==> src/rtl/core/dqso_pkg.sv <==
// Shared types and constants for the dual quadrature speed odometer.
// No dependencies; every other file of the block refers to this package.
`default_nettype none

package dqso_pkg;

  localparam int COUNT_BITS_DEF = 16;

  localparam int SCALE_W   = 24;
  localparam int INV_W     = 2;
  localparam int SPEED_W   = 40;
  localparam int DIST_W    = 48;
  localparam int EDGES_W   = 32;
  localparam int REQ_W     = 2;
  localparam int CFG_IDX_W = 8;
  localparam int CFG_DAT_W = 24;

  typedef enum logic [REQ_W-1:0] {
    REQ_EDGE  = 2'd0,
    REQ_TICK  = 2'd1,
    REQ_CLEAR = 2'd2
  } req_t;

  localparam logic MOTOR_LEFT  = 1'b0;
  localparam logic MOTOR_RIGHT = 1'b1;
  localparam logic CHAN_A      = 1'b0;

  localparam logic [CFG_IDX_W-1:0] CFG_SPEED_SCALE      = 8'd0;
  localparam logic [CFG_IDX_W-1:0] CFG_DISTANCE_SCALE   = 8'd1;
  localparam logic [CFG_IDX_W-1:0] CFG_DIRECTION_INVERT = 8'd2;

  localparam logic [SCALE_W-1:0] SPEED_SCALE_RST    = 24'd63350;
  localparam logic [SCALE_W-1:0] DISTANCE_SCALE_RST = 24'd634;
  localparam logic [INV_W-1:0]   DIR_INVERT_RST     = 2'd2;

  typedef struct packed {
    logic [SCALE_W-1:0] speed_scale;
    logic [SCALE_W-1:0] distance_scale;
    logic [INV_W-1:0]   direction_invert;
  } cfg_regs_t;

  // Per-wheel command for the cycle in which an item is processed.
  typedef struct packed {
    logic edge_hit;
    logic tick;
    logic clear;
    logic dir_up;
  } wheel_ctrl_t;

endpackage

`default_nettype wire

==> src/rtl/core/dqso_in_if.sv <==
// Input channel interface: valid/ready handshake with the request fields.
// Field widths come from dqso_pkg.
`default_nettype none

interface dqso_in_if;
  logic                         valid;
  logic                         ready;
  logic [dqso_pkg::REQ_W-1:0]   req_type;
  logic                         motor_sel;
  logic                         edge_channel;
  logic                         level_a;
  logic                         level_b;

  modport source (output valid, req_type, motor_sel, edge_channel, level_a, level_b,
                  input ready);
  modport sink   (input valid, req_type, motor_sel, edge_channel, level_a, level_b,
                  output ready);
endinterface

`default_nettype wire

==> src/rtl/core/dqso_out_if.sv <==
// Result channel interface: valid/ready handshake with speeds, distances and edge totals.
// Field widths come from dqso_pkg.
`default_nettype none

interface dqso_out_if;
  logic                                valid;
  logic                                ready;
  logic signed [dqso_pkg::SPEED_W-1:0] speed_left;
  logic signed [dqso_pkg::SPEED_W-1:0] speed_right;
  logic signed [dqso_pkg::DIST_W-1:0]  trip_left;
  logic signed [dqso_pkg::DIST_W-1:0]  trip_right;
  logic signed [dqso_pkg::DIST_W-1:0]  total_left;
  logic signed [dqso_pkg::DIST_W-1:0]  total_right;
  logic        [dqso_pkg::EDGES_W-1:0] edges_left;
  logic        [dqso_pkg::EDGES_W-1:0] edges_right;

  modport source (output valid, speed_left, speed_right, trip_left, trip_right,
                  total_left, total_right, edges_left, edges_right,
                  input ready);
  modport sink   (input valid, speed_left, speed_right, trip_left, trip_right,
                  total_left, total_right, edges_left, edges_right,
                  output ready);
endinterface

`default_nettype wire

==> src/rtl/core/dqso_cfg_if.sv <==
// Configuration write channel interface: valid/ready with register index and data.
// Field widths come from dqso_pkg.
`default_nettype none

interface dqso_cfg_if;
  logic                           valid;
  logic                           ready;
  logic [dqso_pkg::CFG_IDX_W-1:0] addr;
  logic [dqso_pkg::CFG_DAT_W-1:0] wdata;

  modport source (output valid, addr, wdata, input ready);
  modport sink   (input valid, addr, wdata, output ready);
endinterface

`default_nettype wire

==> src/rtl/core/dqso_cfg.sv <==
// Configuration register file: speed scale, distance scale, direction invert.
// Depends on dqso_pkg and dqso_cfg_if.
`default_nettype none

module dqso_cfg (
  input  logic                clk,
  input  logic                rst_n,
  dqso_cfg_if.sink            cfg_ch,
  output dqso_pkg::cfg_regs_t regs
);

  dqso_pkg::cfg_regs_t regs_r;
  dqso_pkg::cfg_regs_t regs_nxt;

  assign cfg_ch.ready = 1'b1;

  always_comb begin
    regs_nxt = regs_r;
    if (cfg_ch.valid) begin
      case (cfg_ch.addr)
        dqso_pkg::CFG_SPEED_SCALE:      regs_nxt.speed_scale = cfg_ch.wdata;
        dqso_pkg::CFG_DISTANCE_SCALE:   regs_nxt.distance_scale = cfg_ch.wdata;
        dqso_pkg::CFG_DIRECTION_INVERT:
          regs_nxt.direction_invert = cfg_ch.wdata[dqso_pkg::INV_W-1:0];
        default: regs_nxt = regs_r;
      endcase
    end
  end

  always_ff @(posedge clk) begin
    if (!rst_n) begin
      regs_r.speed_scale      <= dqso_pkg::SPEED_SCALE_RST;
      regs_r.distance_scale   <= dqso_pkg::DISTANCE_SCALE_RST;
      regs_r.direction_invert <= dqso_pkg::DIR_INVERT_RST;
    end else begin
      regs_r <= regs_nxt;
    end
  end

  assign regs = regs_r;

endmodule

`default_nettype wire

==> src/rtl/core/dqso_wheel.sv <==
// One wheel's state and datapath: period count, edge total, speed, trip and total distance.
// Depends on dqso_pkg. The state registers double as the result register for the wheel.
`default_nettype none

module dqso_wheel #(
  parameter int COUNT_BITS = dqso_pkg::COUNT_BITS_DEF
) (
  input  logic                                  clk,
  input  logic                                  rst_n,
  input  dqso_pkg::wheel_ctrl_t                 ctrl,
  input  logic        [dqso_pkg::SCALE_W-1:0]   speed_scale,
  input  logic        [dqso_pkg::SCALE_W-1:0]   distance_scale,
  input  logic                                  invert,
  output logic signed [dqso_pkg::SPEED_W-1:0]   speed,
  output logic signed [dqso_pkg::DIST_W-1:0]    trip,
  output logic signed [dqso_pkg::DIST_W-1:0]    total,
  output logic        [dqso_pkg::EDGES_W-1:0]   edges
);

  localparam int SPEED_W = dqso_pkg::SPEED_W;
  localparam int DIST_W  = dqso_pkg::DIST_W;
  localparam int EDGES_W = dqso_pkg::EDGES_W;
  // Product of the signed count and a zero-extended 24-bit scale.
  localparam int PW  = COUNT_BITS + dqso_pkg::SCALE_W + 1;
  localparam int SPW = (PW > SPEED_W) ? PW : SPEED_W + 1;
  localparam int SW  = ((PW > DIST_W) ? PW : DIST_W) + 1;

  localparam logic signed [COUNT_BITS-1:0] CNT_ONE = {{(COUNT_BITS-1){1'b0}}, 1'b1};
  localparam logic signed [COUNT_BITS-1:0] CNT_MAX = {1'b0, {(COUNT_BITS-1){1'b1}}};
  localparam logic signed [COUNT_BITS-1:0] CNT_NEG =
    {1'b1, {(COUNT_BITS-2){1'b0}}, 1'b1};

  localparam logic signed [SPW-1:0] SPD_HI = {{(SPW-SPEED_W+1){1'b0}}, {(SPEED_W-1){1'b1}}};
  localparam logic signed [SPW-1:0] SPD_LO = {{(SPW-SPEED_W+1){1'b1}}, {(SPEED_W-1){1'b0}}};
  localparam logic signed [SW-1:0]  DST_HI = {{(SW-DIST_W+1){1'b0}}, {(DIST_W-1){1'b1}}};
  localparam logic signed [SW-1:0]  DST_LO = {{(SW-DIST_W+1){1'b1}}, {(DIST_W-1){1'b0}}};

  localparam logic signed [SPEED_W-1:0] SPEED_MAX = {1'b0, {(SPEED_W-1){1'b1}}};
  localparam logic signed [SPEED_W-1:0] SPEED_MIN = {1'b1, {(SPEED_W-1){1'b0}}};
  localparam logic signed [DIST_W-1:0]  DIST_MAX  = {1'b0, {(DIST_W-1){1'b1}}};
  localparam logic signed [DIST_W-1:0]  DIST_MIN  = {1'b1, {(DIST_W-1){1'b0}}};

  logic signed [COUNT_BITS-1:0] count_r, count_nxt;
  logic        [EDGES_W-1:0]    edges_r, edges_nxt;
  logic signed [SPEED_W-1:0]    speed_r, speed_nxt;
  logic signed [DIST_W-1:0]     trip_r, trip_nxt;
  logic signed [DIST_W-1:0]     total_r, total_nxt;

  logic signed [PW-1:0]      spd_prod;
  logic signed [PW-1:0]      dst_prod;
  logic signed [SPW-1:0]     spd_ext;
  logic signed [SW-1:0]      trip_sum;
  logic signed [SW-1:0]      total_sum;
  logic signed [SPEED_W-1:0] speed_sat;
  logic signed [DIST_W-1:0]  trip_sat;
  logic signed [DIST_W-1:0]  total_sat;
  logic                      up;

  assign up = ctrl.dir_up ^ invert;

  assign spd_prod  = PW'(count_r) * PW'($signed({1'b0, speed_scale}));
  assign dst_prod  = PW'(count_r) * PW'($signed({1'b0, distance_scale}));
  assign spd_ext   = SPW'(spd_prod);
  assign trip_sum  = SW'(trip_r) + SW'(dst_prod);
  assign total_sum = SW'(total_r) + SW'(dst_prod);

  always_comb begin
    if (spd_ext > SPD_HI) begin
      speed_sat = SPEED_MAX;
    end else if (spd_ext < SPD_LO) begin
      speed_sat = SPEED_MIN;
    end else begin
      speed_sat = spd_ext[SPEED_W-1:0];
    end

    if (trip_sum > DST_HI) begin
      trip_sat = DIST_MAX;
    end else if (trip_sum < DST_LO) begin
      trip_sat = DIST_MIN;
    end else begin
      trip_sat = trip_sum[DIST_W-1:0];
    end

    if (total_sum > DST_HI) begin
      total_sat = DIST_MAX;
    end else if (total_sum < DST_LO) begin
      total_sat = DIST_MIN;
    end else begin
      total_sat = total_sum[DIST_W-1:0];
    end
  end

  always_comb begin
    count_nxt = count_r;
    edges_nxt = edges_r;
    speed_nxt = speed_r;
    trip_nxt  = trip_r;
    total_nxt = total_r;
    if (ctrl.edge_hit) begin
      edges_nxt = edges_r + EDGES_W'(1);
      // The count stops one short of the most negative code, symmetric with the top.
      if (up) begin
        if (count_r != CNT_MAX) count_nxt = count_r + CNT_ONE;
      end else begin
        if (count_r != CNT_NEG) count_nxt = count_r - CNT_ONE;
      end
    end
    if (ctrl.tick) begin
      speed_nxt = speed_sat;
      trip_nxt  = trip_sat;
      total_nxt = total_sat;
      count_nxt = '0;
    end
    if (ctrl.clear) begin
      trip_nxt = '0;
    end
  end

  always_ff @(posedge clk) begin
    if (!rst_n) begin
      count_r <= '0;
      edges_r <= '0;
      speed_r <= '0;
      trip_r  <= '0;
      total_r <= '0;
    end else begin
      count_r <= count_nxt;
      edges_r <= edges_nxt;
      speed_r <= speed_nxt;
      trip_r  <= trip_nxt;
      total_r <= total_nxt;
    end
  end

  assign speed = speed_r;
  assign trip  = trip_r;
  assign total = total_r;
  assign edges = edges_r;

endmodule

`default_nettype wire

==> src/rtl/core/dual_quadrature_speed_odometer.sv <==
// Top level of the two-wheel x4 quadrature odometer: input register, decode, two wheels.
// Depends on dqso_pkg, the three channel interfaces, dqso_cfg and dqso_wheel.
//
//   channel   direction  handshake      carries
//   in_ch     sink       valid/ready    req_type, motor_sel, edge_channel, level_a, level_b
//   out_ch    source     valid/ready    speeds, trip and total distances, edge totals
//   cfg_ch    sink       valid/ready    addr (register index), wdata; ready is always high
//
// Each transaction sits in the input register while the wheel datapath (a count by scale
// multiply and a saturating add) works on it; the wheel state registers, which hold the
// result, load when the result slot is free or being emptied. One transaction is accepted
// per cycle while the result is not stalled. A stalled result holds the wheel state; one more
// transaction waits in the input register. Synchronous active-low reset clears the wheel
// state and loads the register defaults.
`default_nettype none

module dual_quadrature_speed_odometer #(
  parameter int COUNT_BITS = dqso_pkg::COUNT_BITS_DEF
) (
  input  logic       clk,
  input  logic       rst_n,
  dqso_in_if.sink    in_ch,
  dqso_out_if.source out_ch,
  dqso_cfg_if.sink   cfg_ch
);

  dqso_pkg::cfg_regs_t   regs;
  dqso_pkg::wheel_ctrl_t ctrl_left;
  dqso_pkg::wheel_ctrl_t ctrl_right;

  logic                       s1_valid_r, s1_valid_nxt;
  logic [dqso_pkg::REQ_W-1:0] req_r;
  logic                       motor_r;
  logic                       chan_r;
  logic                       la_r;
  logic                       lb_r;
  logic                       out_valid_r, out_valid_nxt;

  logic in_accept;
  logic adv;
  logic is_edge;
  logic is_tick;
  logic is_clear;
  logic dir_up;

  dqso_cfg u_cfg (
    .clk    (clk),
    .rst_n  (rst_n),
    .cfg_ch (cfg_ch),
    .regs   (regs)
  );

  // The held item moves into the wheels when the result slot is free or being emptied.
  assign adv          = s1_valid_r && (!out_valid_r || out_ch.ready);
  assign in_ch.ready  = !s1_valid_r || adv;
  assign in_accept    = in_ch.valid && in_ch.ready;
  assign s1_valid_nxt = in_accept || (s1_valid_r && !adv);
  assign out_valid_nxt = adv || (out_valid_r && !out_ch.ready);

  always_comb begin
    is_edge  = 1'b0;
    is_tick  = 1'b0;
    is_clear = 1'b0;
    case (req_r)
      dqso_pkg::REQ_EDGE:  is_edge  = 1'b1;
      dqso_pkg::REQ_TICK:  is_tick  = 1'b1;
      dqso_pkg::REQ_CLEAR: is_clear = 1'b1;
      default: begin
        is_edge  = 1'b0;
        is_tick  = 1'b0;
        is_clear = 1'b0;
      end
    endcase
  end

  // Forward on an A edge when the levels differ, on a B edge when they match.
  assign dir_up = (chan_r == dqso_pkg::CHAN_A) ? (la_r != lb_r) : (la_r == lb_r);

  always_comb begin
    ctrl_left.edge_hit  = adv && is_edge && (motor_r == dqso_pkg::MOTOR_LEFT);
    ctrl_left.tick      = adv && is_tick;
    ctrl_left.clear     = adv && is_clear;
    ctrl_left.dir_up    = dir_up;
    ctrl_right.edge_hit = adv && is_edge && (motor_r == dqso_pkg::MOTOR_RIGHT);
    ctrl_right.tick     = adv && is_tick;
    ctrl_right.clear    = adv && is_clear;
    ctrl_right.dir_up   = dir_up;
  end

  always_ff @(posedge clk) begin
    if (!rst_n) begin
      s1_valid_r  <= 1'b0;
      out_valid_r <= 1'b0;
    end else begin
      s1_valid_r  <= s1_valid_nxt;
      out_valid_r <= out_valid_nxt;
    end
  end

  always_ff @(posedge clk) begin
    if (in_accept) begin
      req_r   <= in_ch.req_type;
      motor_r <= in_ch.motor_sel;
      chan_r  <= in_ch.edge_channel;
      la_r    <= in_ch.level_a;
      lb_r    <= in_ch.level_b;
    end
  end

  dqso_wheel #(
    .COUNT_BITS (COUNT_BITS)
  ) u_wheel_left (
    .clk            (clk),
    .rst_n          (rst_n),
    .ctrl           (ctrl_left),
    .speed_scale    (regs.speed_scale),
    .distance_scale (regs.distance_scale),
    .invert         (regs.direction_invert[0]),
    .speed          (out_ch.speed_left),
    .trip           (out_ch.trip_left),
    .total          (out_ch.total_left),
    .edges          (out_ch.edges_left)
  );

  dqso_wheel #(
    .COUNT_BITS (COUNT_BITS)
  ) u_wheel_right (
    .clk            (clk),
    .rst_n          (rst_n),
    .ctrl           (ctrl_right),
    .speed_scale    (regs.speed_scale),
    .distance_scale (regs.distance_scale),
    .invert         (regs.direction_invert[1]),
    .speed          (out_ch.speed_right),
    .trip           (out_ch.trip_right),
    .total          (out_ch.total_right),
    .edges          (out_ch.edges_right)
  );

  assign out_ch.valid = out_valid_r;

endmodule

`default_nettype wire

==> src/flat_wrapper.sv <==
// flat-port wrapper written by rule: the top's interface ports become plain ports
module dual_quadrature_speed_odometer_flat 
#(
  parameter int COUNT_BITS = dqso_pkg::COUNT_BITS_DEF
)
  (clk, rst_n, in_ch_valid, in_ch_req_type, in_ch_motor_sel, in_ch_edge_channel, in_ch_level_a, in_ch_level_b, in_ch_ready, out_ch_valid, out_ch_speed_left, out_ch_speed_right, out_ch_trip_left, out_ch_trip_right, out_ch_total_left, out_ch_total_right, out_ch_edges_left, out_ch_edges_right, out_ch_ready, cfg_ch_valid, cfg_ch_addr, cfg_ch_wdata, cfg_ch_ready);
  dqso_in_if in_ch_i ();
  dqso_out_if out_ch_i ();
  dqso_cfg_if cfg_ch_i ();
  input  logic clk;
  input  logic rst_n;
  input wire logic [$bits(in_ch_i.valid)-1:0] in_ch_valid;
  input wire logic [$bits(in_ch_i.req_type)-1:0] in_ch_req_type;
  input wire logic [$bits(in_ch_i.motor_sel)-1:0] in_ch_motor_sel;
  input wire logic [$bits(in_ch_i.edge_channel)-1:0] in_ch_edge_channel;
  input wire logic [$bits(in_ch_i.level_a)-1:0] in_ch_level_a;
  input wire logic [$bits(in_ch_i.level_b)-1:0] in_ch_level_b;
  output wire logic [$bits(in_ch_i.ready)-1:0] in_ch_ready;
  output wire logic [$bits(out_ch_i.valid)-1:0] out_ch_valid;
  output wire logic [$bits(out_ch_i.speed_left)-1:0] out_ch_speed_left;
  output wire logic [$bits(out_ch_i.speed_right)-1:0] out_ch_speed_right;
  output wire logic [$bits(out_ch_i.trip_left)-1:0] out_ch_trip_left;
  output wire logic [$bits(out_ch_i.trip_right)-1:0] out_ch_trip_right;
  output wire logic [$bits(out_ch_i.total_left)-1:0] out_ch_total_left;
  output wire logic [$bits(out_ch_i.total_right)-1:0] out_ch_total_right;
  output wire logic [$bits(out_ch_i.edges_left)-1:0] out_ch_edges_left;
  output wire logic [$bits(out_ch_i.edges_right)-1:0] out_ch_edges_right;
  input wire logic [$bits(out_ch_i.ready)-1:0] out_ch_ready;
  input wire logic [$bits(cfg_ch_i.valid)-1:0] cfg_ch_valid;
  input wire logic [$bits(cfg_ch_i.addr)-1:0] cfg_ch_addr;
  input wire logic [$bits(cfg_ch_i.wdata)-1:0] cfg_ch_wdata;
  output wire logic [$bits(cfg_ch_i.ready)-1:0] cfg_ch_ready;
  assign in_ch_i.valid = in_ch_valid;
  assign in_ch_i.req_type = in_ch_req_type;
  assign in_ch_i.motor_sel = in_ch_motor_sel;
  assign in_ch_i.edge_channel = in_ch_edge_channel;
  assign in_ch_i.level_a = in_ch_level_a;
  assign in_ch_i.level_b = in_ch_level_b;
  assign in_ch_ready = in_ch_i.ready;
  assign out_ch_valid = out_ch_i.valid;
  assign out_ch_speed_left = out_ch_i.speed_left;
  assign out_ch_speed_right = out_ch_i.speed_right;
  assign out_ch_trip_left = out_ch_i.trip_left;
  assign out_ch_trip_right = out_ch_i.trip_right;
  assign out_ch_total_left = out_ch_i.total_left;
  assign out_ch_total_right = out_ch_i.total_right;
  assign out_ch_edges_left = out_ch_i.edges_left;
  assign out_ch_edges_right = out_ch_i.edges_right;
  assign out_ch_i.ready = out_ch_ready;
  assign cfg_ch_i.valid = cfg_ch_valid;
  assign cfg_ch_i.addr = cfg_ch_addr;
  assign cfg_ch_i.wdata = cfg_ch_wdata;
  assign cfg_ch_ready = cfg_ch_i.ready;
  dual_quadrature_speed_odometer #(.COUNT_BITS(COUNT_BITS)) u_core (.clk(clk), .rst_n(rst_n), .in_ch(in_ch_i), .out_ch(out_ch_i), .cfg_ch(cfg_ch_i));
endmodule
==> config.mk <==
export PLATFORM = sky130hd
export DESIGN_NAME = dual_quadrature_speed_odometer_flat
export DESIGN_NICKNAME = d
export VERILOG_FILES = /design/src/rtl/core/dqso_pkg.sv /design/src/rtl/core/dqso_in_if.sv /design/src/rtl/core/dqso_out_if.sv /design/src/rtl/core/dqso_cfg_if.sv /design/src/rtl/core/dqso_cfg.sv /design/src/rtl/core/dqso_wheel.sv /design/src/rtl/core/dual_quadrature_speed_odometer.sv /design/src/flat_wrapper.sv
export SDC_FILE = /design/constraint.sdc
export NUM_CORES = 2
export LEC_CHECK = 0
export BUFFER_PORTS_ARGS = -buffer_cell sky130_fd_sc_hd__buf_2
export CAP_MARGIN = 5
export CORE_ASPECT_RATIO = 0.8
export CORE_UTILIZATION = 49
export CTS_BUF_LIST = sky130_fd_sc_hd__clkbuf_8
export CTS_CLUSTER_DIAMETER = 50
export CTS_CLUSTER_SIZE = 14
export DETAILED_ROUTE_END_ITERATION = 16
export PLACE_DENSITY_LB_ADDON = 0.15
export SYNTH_ARGS = -nofsm -noshare
export SYNTH_HDL_FRONTEND = slang
export SYNTH_SLANG_ARGS = --single-unit
==> constraint.sdc <==
create_clock -name clk -period 26.3 [get_ports clk]
set_input_delay 1.315 -clock clk [delete_from_list [all_inputs] [get_ports clk]]
set_output_delay 1.315 -clock clk [all_outputs]
set_load 0.005 [all_outputs]
==> impl_summary.txt <==
----------------------------------------------------
[Outcome]
  Result of the run ... finished clean

[GRT]
  Vias in the first global route ... 67220
  Antenna violations before repair ... 5
  GRT Util Overall ... 28.35%
  Leftover overflow at the end of global routing ... 0
  Global-route wire length before repair ... approximately 370000 um
  Maximum number of pins on one net before global-route repair ... slightly above 100

[Power and ir drop]
  Part of the power in registers ... 38.8%
  Power density cells ... slightly above 20 nW/um^2
  Maximum VDD drop ... 0.04603 mV
  P_leak ... 42.07 nW
  Switching share of power ... 35.19%
  Power spent charging and discharging nets ... just over 0.0006 W
  Internal Pwr Total ... 0.001137 W
  Part of the power in combinational logic ... 21.9%
  Clock share of power ... around 39%

[Route]
  DRC violations left ... 0
  Residual antenna-violating net count after detailed routing ... 0
  Total via count in the routed design ... between 60000 and 70000
  Via count normalized by instance count ... 5.556
  Detailed-routing iteration count for the pre-antenna-repair pass ... 6
  Total Wirelength ... 231100 um
  Post-DR wirelength/cell ... about 19 um
  Iter 0 DRT Violations ... 4079

[Hold path]
  Class of the worst hold path ... flip-flop to flip-flop

[Setup path]
  Critical path class ... flip-flop to flip-flop
  Worst path arrival time ... 11.74 ns
  Cell occurring most often along the worst timing path ... sky130_fd_sc_hd__fa_1
  Maximum fanout encountered on the critical timing path ... 33
  Slowest stage cell, crit path ... sky130_fd_sc_hd__a311oi_1
  Largest stage delay, worst path ... 0.77 ns
  Type of element launching the critical path ... flip-flop
  Data required time at the worst endpoint ... ~27 ns
  Setup crit end kind ... flip-flop

[Floorplan]
  Num ports ... 382
  Floorplan die height ... roughly 360 um
  Starting density of the core ... between 40% and 50%
  Floorplan core area ... 162000 sq um
  X dimension of the die ... around 450 um
  Area of the die ... 164900 sq um
  Core Rows ... 132

[Finish]
  Layout cell share with drive strength beyond 1 ... between 7 and 8%
  Final net count ... 11740
  Layout filler cell count ... 15400
  FF+latch area ... 8616 sq um
  Area used by multi-input combinational logic ... about 63000 sq um
  Area delta synth->final ... 6.192%

[Synth]
  Synthesized-area fraction occupied by ao, oa, aoi and oai cells ... 12.96%
  Multiplexer share of the synthesized area ... less than 1%
  Cell area after technology mapping ... 80000 sq um
  Gate count after technology mapping ... 9669
  Adder-cell share of the synthesized area ... 45.14%
  Net count after synthesis ... 11730
  Synthesized-area fraction occupied by and/or/nand/nor cells ... approximately 17%
  Post-synthesis xor/xnor area fraction ... 4.171%
  Count of state elements after synthesis ... 426
  Average instance area after synthesis ... 8.274 sq um
  Syn. warnings ... 0
  Count of flip-flops with a built-in enable after synthesis ... 6
  Main combinational cell family by area after synthesis ... adder cells
  Share of synthesized area occupied by flip-flops and latches ... 10.74%
  Main synth FF type ... sky130_fd_sc_hd__dfxtp_1
  Fraction of registers with async set or reset after synthesis ... 0%
  Unique masters post-synth ... slightly below 90

[Clocking]
  Number of H-tree levels ... 3
  CTS max path bufs ... 3
  Clock sink total ... about 430
  Number of cells upsized or downsized after cts ... 0
  Clock tree from TritonCTS ... built
  Count of buffers added by post-CTS timing repair for setup ... 0
  Clock root buffer master ... sky130_fd_sc_hd__clkbuf_8
  Clock latency of the later-clocked register in the worst-skew pair ... around 0.84 ns
  Hold-fix buffers, CTS ... 0
  Num CTS Buffers ... 69
  Clock slew seen by the registers of the worst setup and hold paths ... 0.08 ns

[Timing]
  Unrepaired setup endpoints after global routing ... false
  Share of the clock period used by the worst path after layout ... 41.92%
  PnR worst setup slack ... 15.27 ns
  Time the worst path needs with I/O delays and setup ... 11.03 ns
  Total count of max-transition violations in the final report ... 0
  Worst Hold Margin ... 0.4604 ns
  Actual transition at the worst max-transition pin ... 1.170 ns
  Worst Skew ... 0.08991 ns
  Final setup TNS ... 0 ns
  Maximum achievable frequency ... 90.69 MHz
  Hold violation count in the final report ... 0
  Final number of setup-violating endpoints ... 0
  Worst slew slack as a fraction of its limit ... roughly 20%

[Placement]
  Number of input and output port buffers inserted ... between 300 and 400
  Routability congestion estimate from global placement ... approximately 0.92
  Detail Placement HPWL ... 172300 um
  Post-Place Setup Slack ... around 16 ns

[Flow run]
  Max-cap violations ... 0

----------------------------------------------------
-- area by class of cell --
class,count,area share (%)
well taps,2144,3.158
clock buffers,73,1.183
repair buffers,489,3.209
flip-flops and latches,426,10.14
multi-input cells,7104,74.67
inverters,1587,7.015
clock inverters,52,0.6186
diodes,2,0.005891
-- worst max-delay path, delay by kind of cell (launching register included) --
family	cells	cell delay, ns
DFF	1	0.76
adders and majority gates	8	3.86
AOI/OAI and AO/OA	12	3.89
and+or+nand+nor	6	1.02
buffers and inverters	3	0.94
xor gates and xnor gates	1	0.40
-- synthesized netlist by cell type, types with 11 or more instances --
cell type / number / share of area (%)
sky130_fd_sc_hd__and3_1: 53 / 0.41
sky130_fd_sc_hd__mux2i_1: 11 / 0.14
sky130_fd_sc_hd__xor2_1: 172 / 1.9
sky130_fd_sc_hd__a21boi_0: 13 / 0.12
sky130_fd_sc_hd__ha_1: 786 / 12
sky130_fd_sc_hd__a31oi_1: 49 / 0.38
sky130_fd_sc_hd__nor4_1: 17 / 0.13
sky130_fd_sc_hd__maj3_1: 154 / 1.9
sky130_fd_sc_hd__or2_2: 14 / 0.11
sky130_fd_sc_hd__nand3_1: 115 / 0.72
sky130_fd_sc_hd__nor3b_1: 11 / 0.10
sky130_fd_sc_hd__fa_1: 1230 / 31
sky130_fd_sc_hd__nor2b_1: 45 / 0.35
sky130_fd_sc_hd__o31a_1: 11 / 0.12
sky130_fd_sc_hd__nand4_1: 73 / 0.57
sky130_fd_sc_hd__o31ai_1: 12 / 0.11
sky130_fd_sc_hd__a211oi_1: 43 / 0.40
sky130_fd_sc_hd__xnor2_1: 209 / 2.3
sky130_fd_sc_hd__o21ai_0: 456 / 2.9
sky130_fd_sc_hd__a211o_1: 17 / 0.19
sky130_fd_sc_hd__clkbuf_1: 514 / 2.4
sky130_fd_sc_hd__nand2_1: 1302 / 6.1
sky130_fd_sc_hd__nor2_1: 334 / 1.6
sky130_fd_sc_hd__and2_1: 597 / 4.7
sky130_fd_sc_hd__nor3_1: 61 / 0.38
sky130_fd_sc_hd__o21a_1: 46 / 0.43
sky130_fd_sc_hd__a21oi_1: 653 / 4.1
sky130_fd_sc_hd__inv_1: 1587 / 7.4
sky130_fd_sc_hd__o21bai_1: 43 / 0.40
sky130_fd_sc_hd__a41oi_1: 11 / 0.12
sky130_fd_sc_hd__or3_1: 34 / 0.27
sky130_fd_sc_hd__buf_2: 27 / 0.17
sky130_fd_sc_hd__dfxtp_1: 420 / 11
sky130_fd_sc_hd__o211ai_1: 35 / 0.33
sky130_fd_sc_hd__and4_1: 18 / 0.20
sky130_fd_sc_hd__nand2b_1: 112 / 0.88
sky130_fd_sc_hd__o211a_1: 11 / 0.14
sky130_fd_sc_hd__a21o_1: 204 / 1.9
-- stage by stage --
stage / utilization [%] / total power, W / area, sq um / cells
5_1_grt: 52.43 / 0.001849 / 84950 / 11880
2_1_floorplan: - / 0.0009609 / 80000 / 9669
3_3_place_gp: 51.48 / 0.001071 / 83420 / 11750
4_1_cts: 52.43 / 0.001783 / 84950 / 11880
3_5_place_dp: 51.48 / 0.001077 / 83420 / 11750
6_report: 52.43 / 0.001754 / 84950 / 11880
-- logic make-up after synthesis --
| kind of cell | after synthesis |
|---|---|
| buffers and inverters | 2139 |
| XOR/XNOR | 381 |
| AO/OA/AOI/OAI | 1721 |
| other | 1 |
| flip-flops | 426 |
| AND/OR/NAND/NOR | 2809 |
| multiplexers | 12 |
| adder cells (fa/ha/maj) | 2180 |
-- registers in the layout (all words and copies together), names as in the netlist --
name,flops
u_core.s1_valid_r,1
u_core.req_r,2
u_core.out_ch.valid,1
u_core.la_r,1
u_core.u_wheel_left.trip,48
u_core.chan_r,1
u_core.u_wheel_left.total,48
u_core.lb_r,1
u_core.u_cfg.regs,50
u_core.u_wheel_right.total,48
u_core.u_wheel_left.edges,32
u_core.u_wheel_left.speed,40
u_core.motor_r,1
u_core.u_wheel_left.count_r,16
u_core.u_wheel_right.speed,40
u_core.u_wheel_right.count_r,16
u_core.u_wheel_right.edges,32
u_core.u_wheel_right.trip,48
-- routing by layer --
layer  wire length [um]  up-vias  share of wire (%)  track usage [%]
met3              14860      390                6.4            4.819
met1             101800    32770                 44            38.39
met2             106700     2031                 46            45.98
li1                   -    30800                  -                -
met5                 13        -             0.0056                0
met4               7714        2                3.3            9.148
-- power groups by stage --
| stage | clock network (W) | registers, W | logic [W] |
|---|---|---|---|
| after floorplan | 0 | 0.000689 | 0.000272 |
| after global placement | 0 | 0.000696 | 0.000376 |
| after detailed placement | 0 | 0.000696 | 0.000381 |
| after CTS | 0.000717 | 0.000681 | 0.000385 |
| after global routing | 0.000736 | 0.000683 | 0.000430 |
| final | 0.000690 | 0.000681 | 0.000384 |
-- path summary, 6_finish.rpt --
path | start | to | slack (ns) | depth (start not counted)
worst min register to register | u_core.u_cfg.regs[42] | u_core.u_cfg.regs[42] | 0.46 | 2
worst min-delay path | u_core.u_cfg.regs[42] | u_core.u_cfg.regs[42] | 0.46 | 2
worst max register to register | u_core.u_wheel_left.count_r[2] | u_core.u_wheel_left.trip[14] | 15.27 | 30
worst max-delay path | u_core.u_wheel_left.count_r[2] | u_core.u_wheel_left.trip[14] | 15.27 | 30
-- layout by cell type (no fill, tap or decap), drive strengths merged, types with 17 or more instances in the layout --
master,instances
nor4,18
nor2b,45
ha,786
nand3,115
xor2,172
a21o,204
and2,597
dfxtp,420
o21a,46
a31oi,49
a211o,17
a211oi,45
o21bai,43
buf,489
and3,53
fa,1230
clkbuf,73
nand2,1302
o21ai,462
o211ai,36
nor3,61
inv,1614
maj3,164
and4,18
nand4,73
xnor2,209
nor2,334
nand2b,112
a21oi,659
or3,34
Note: power is estimated with default switching activity, not from simulation.
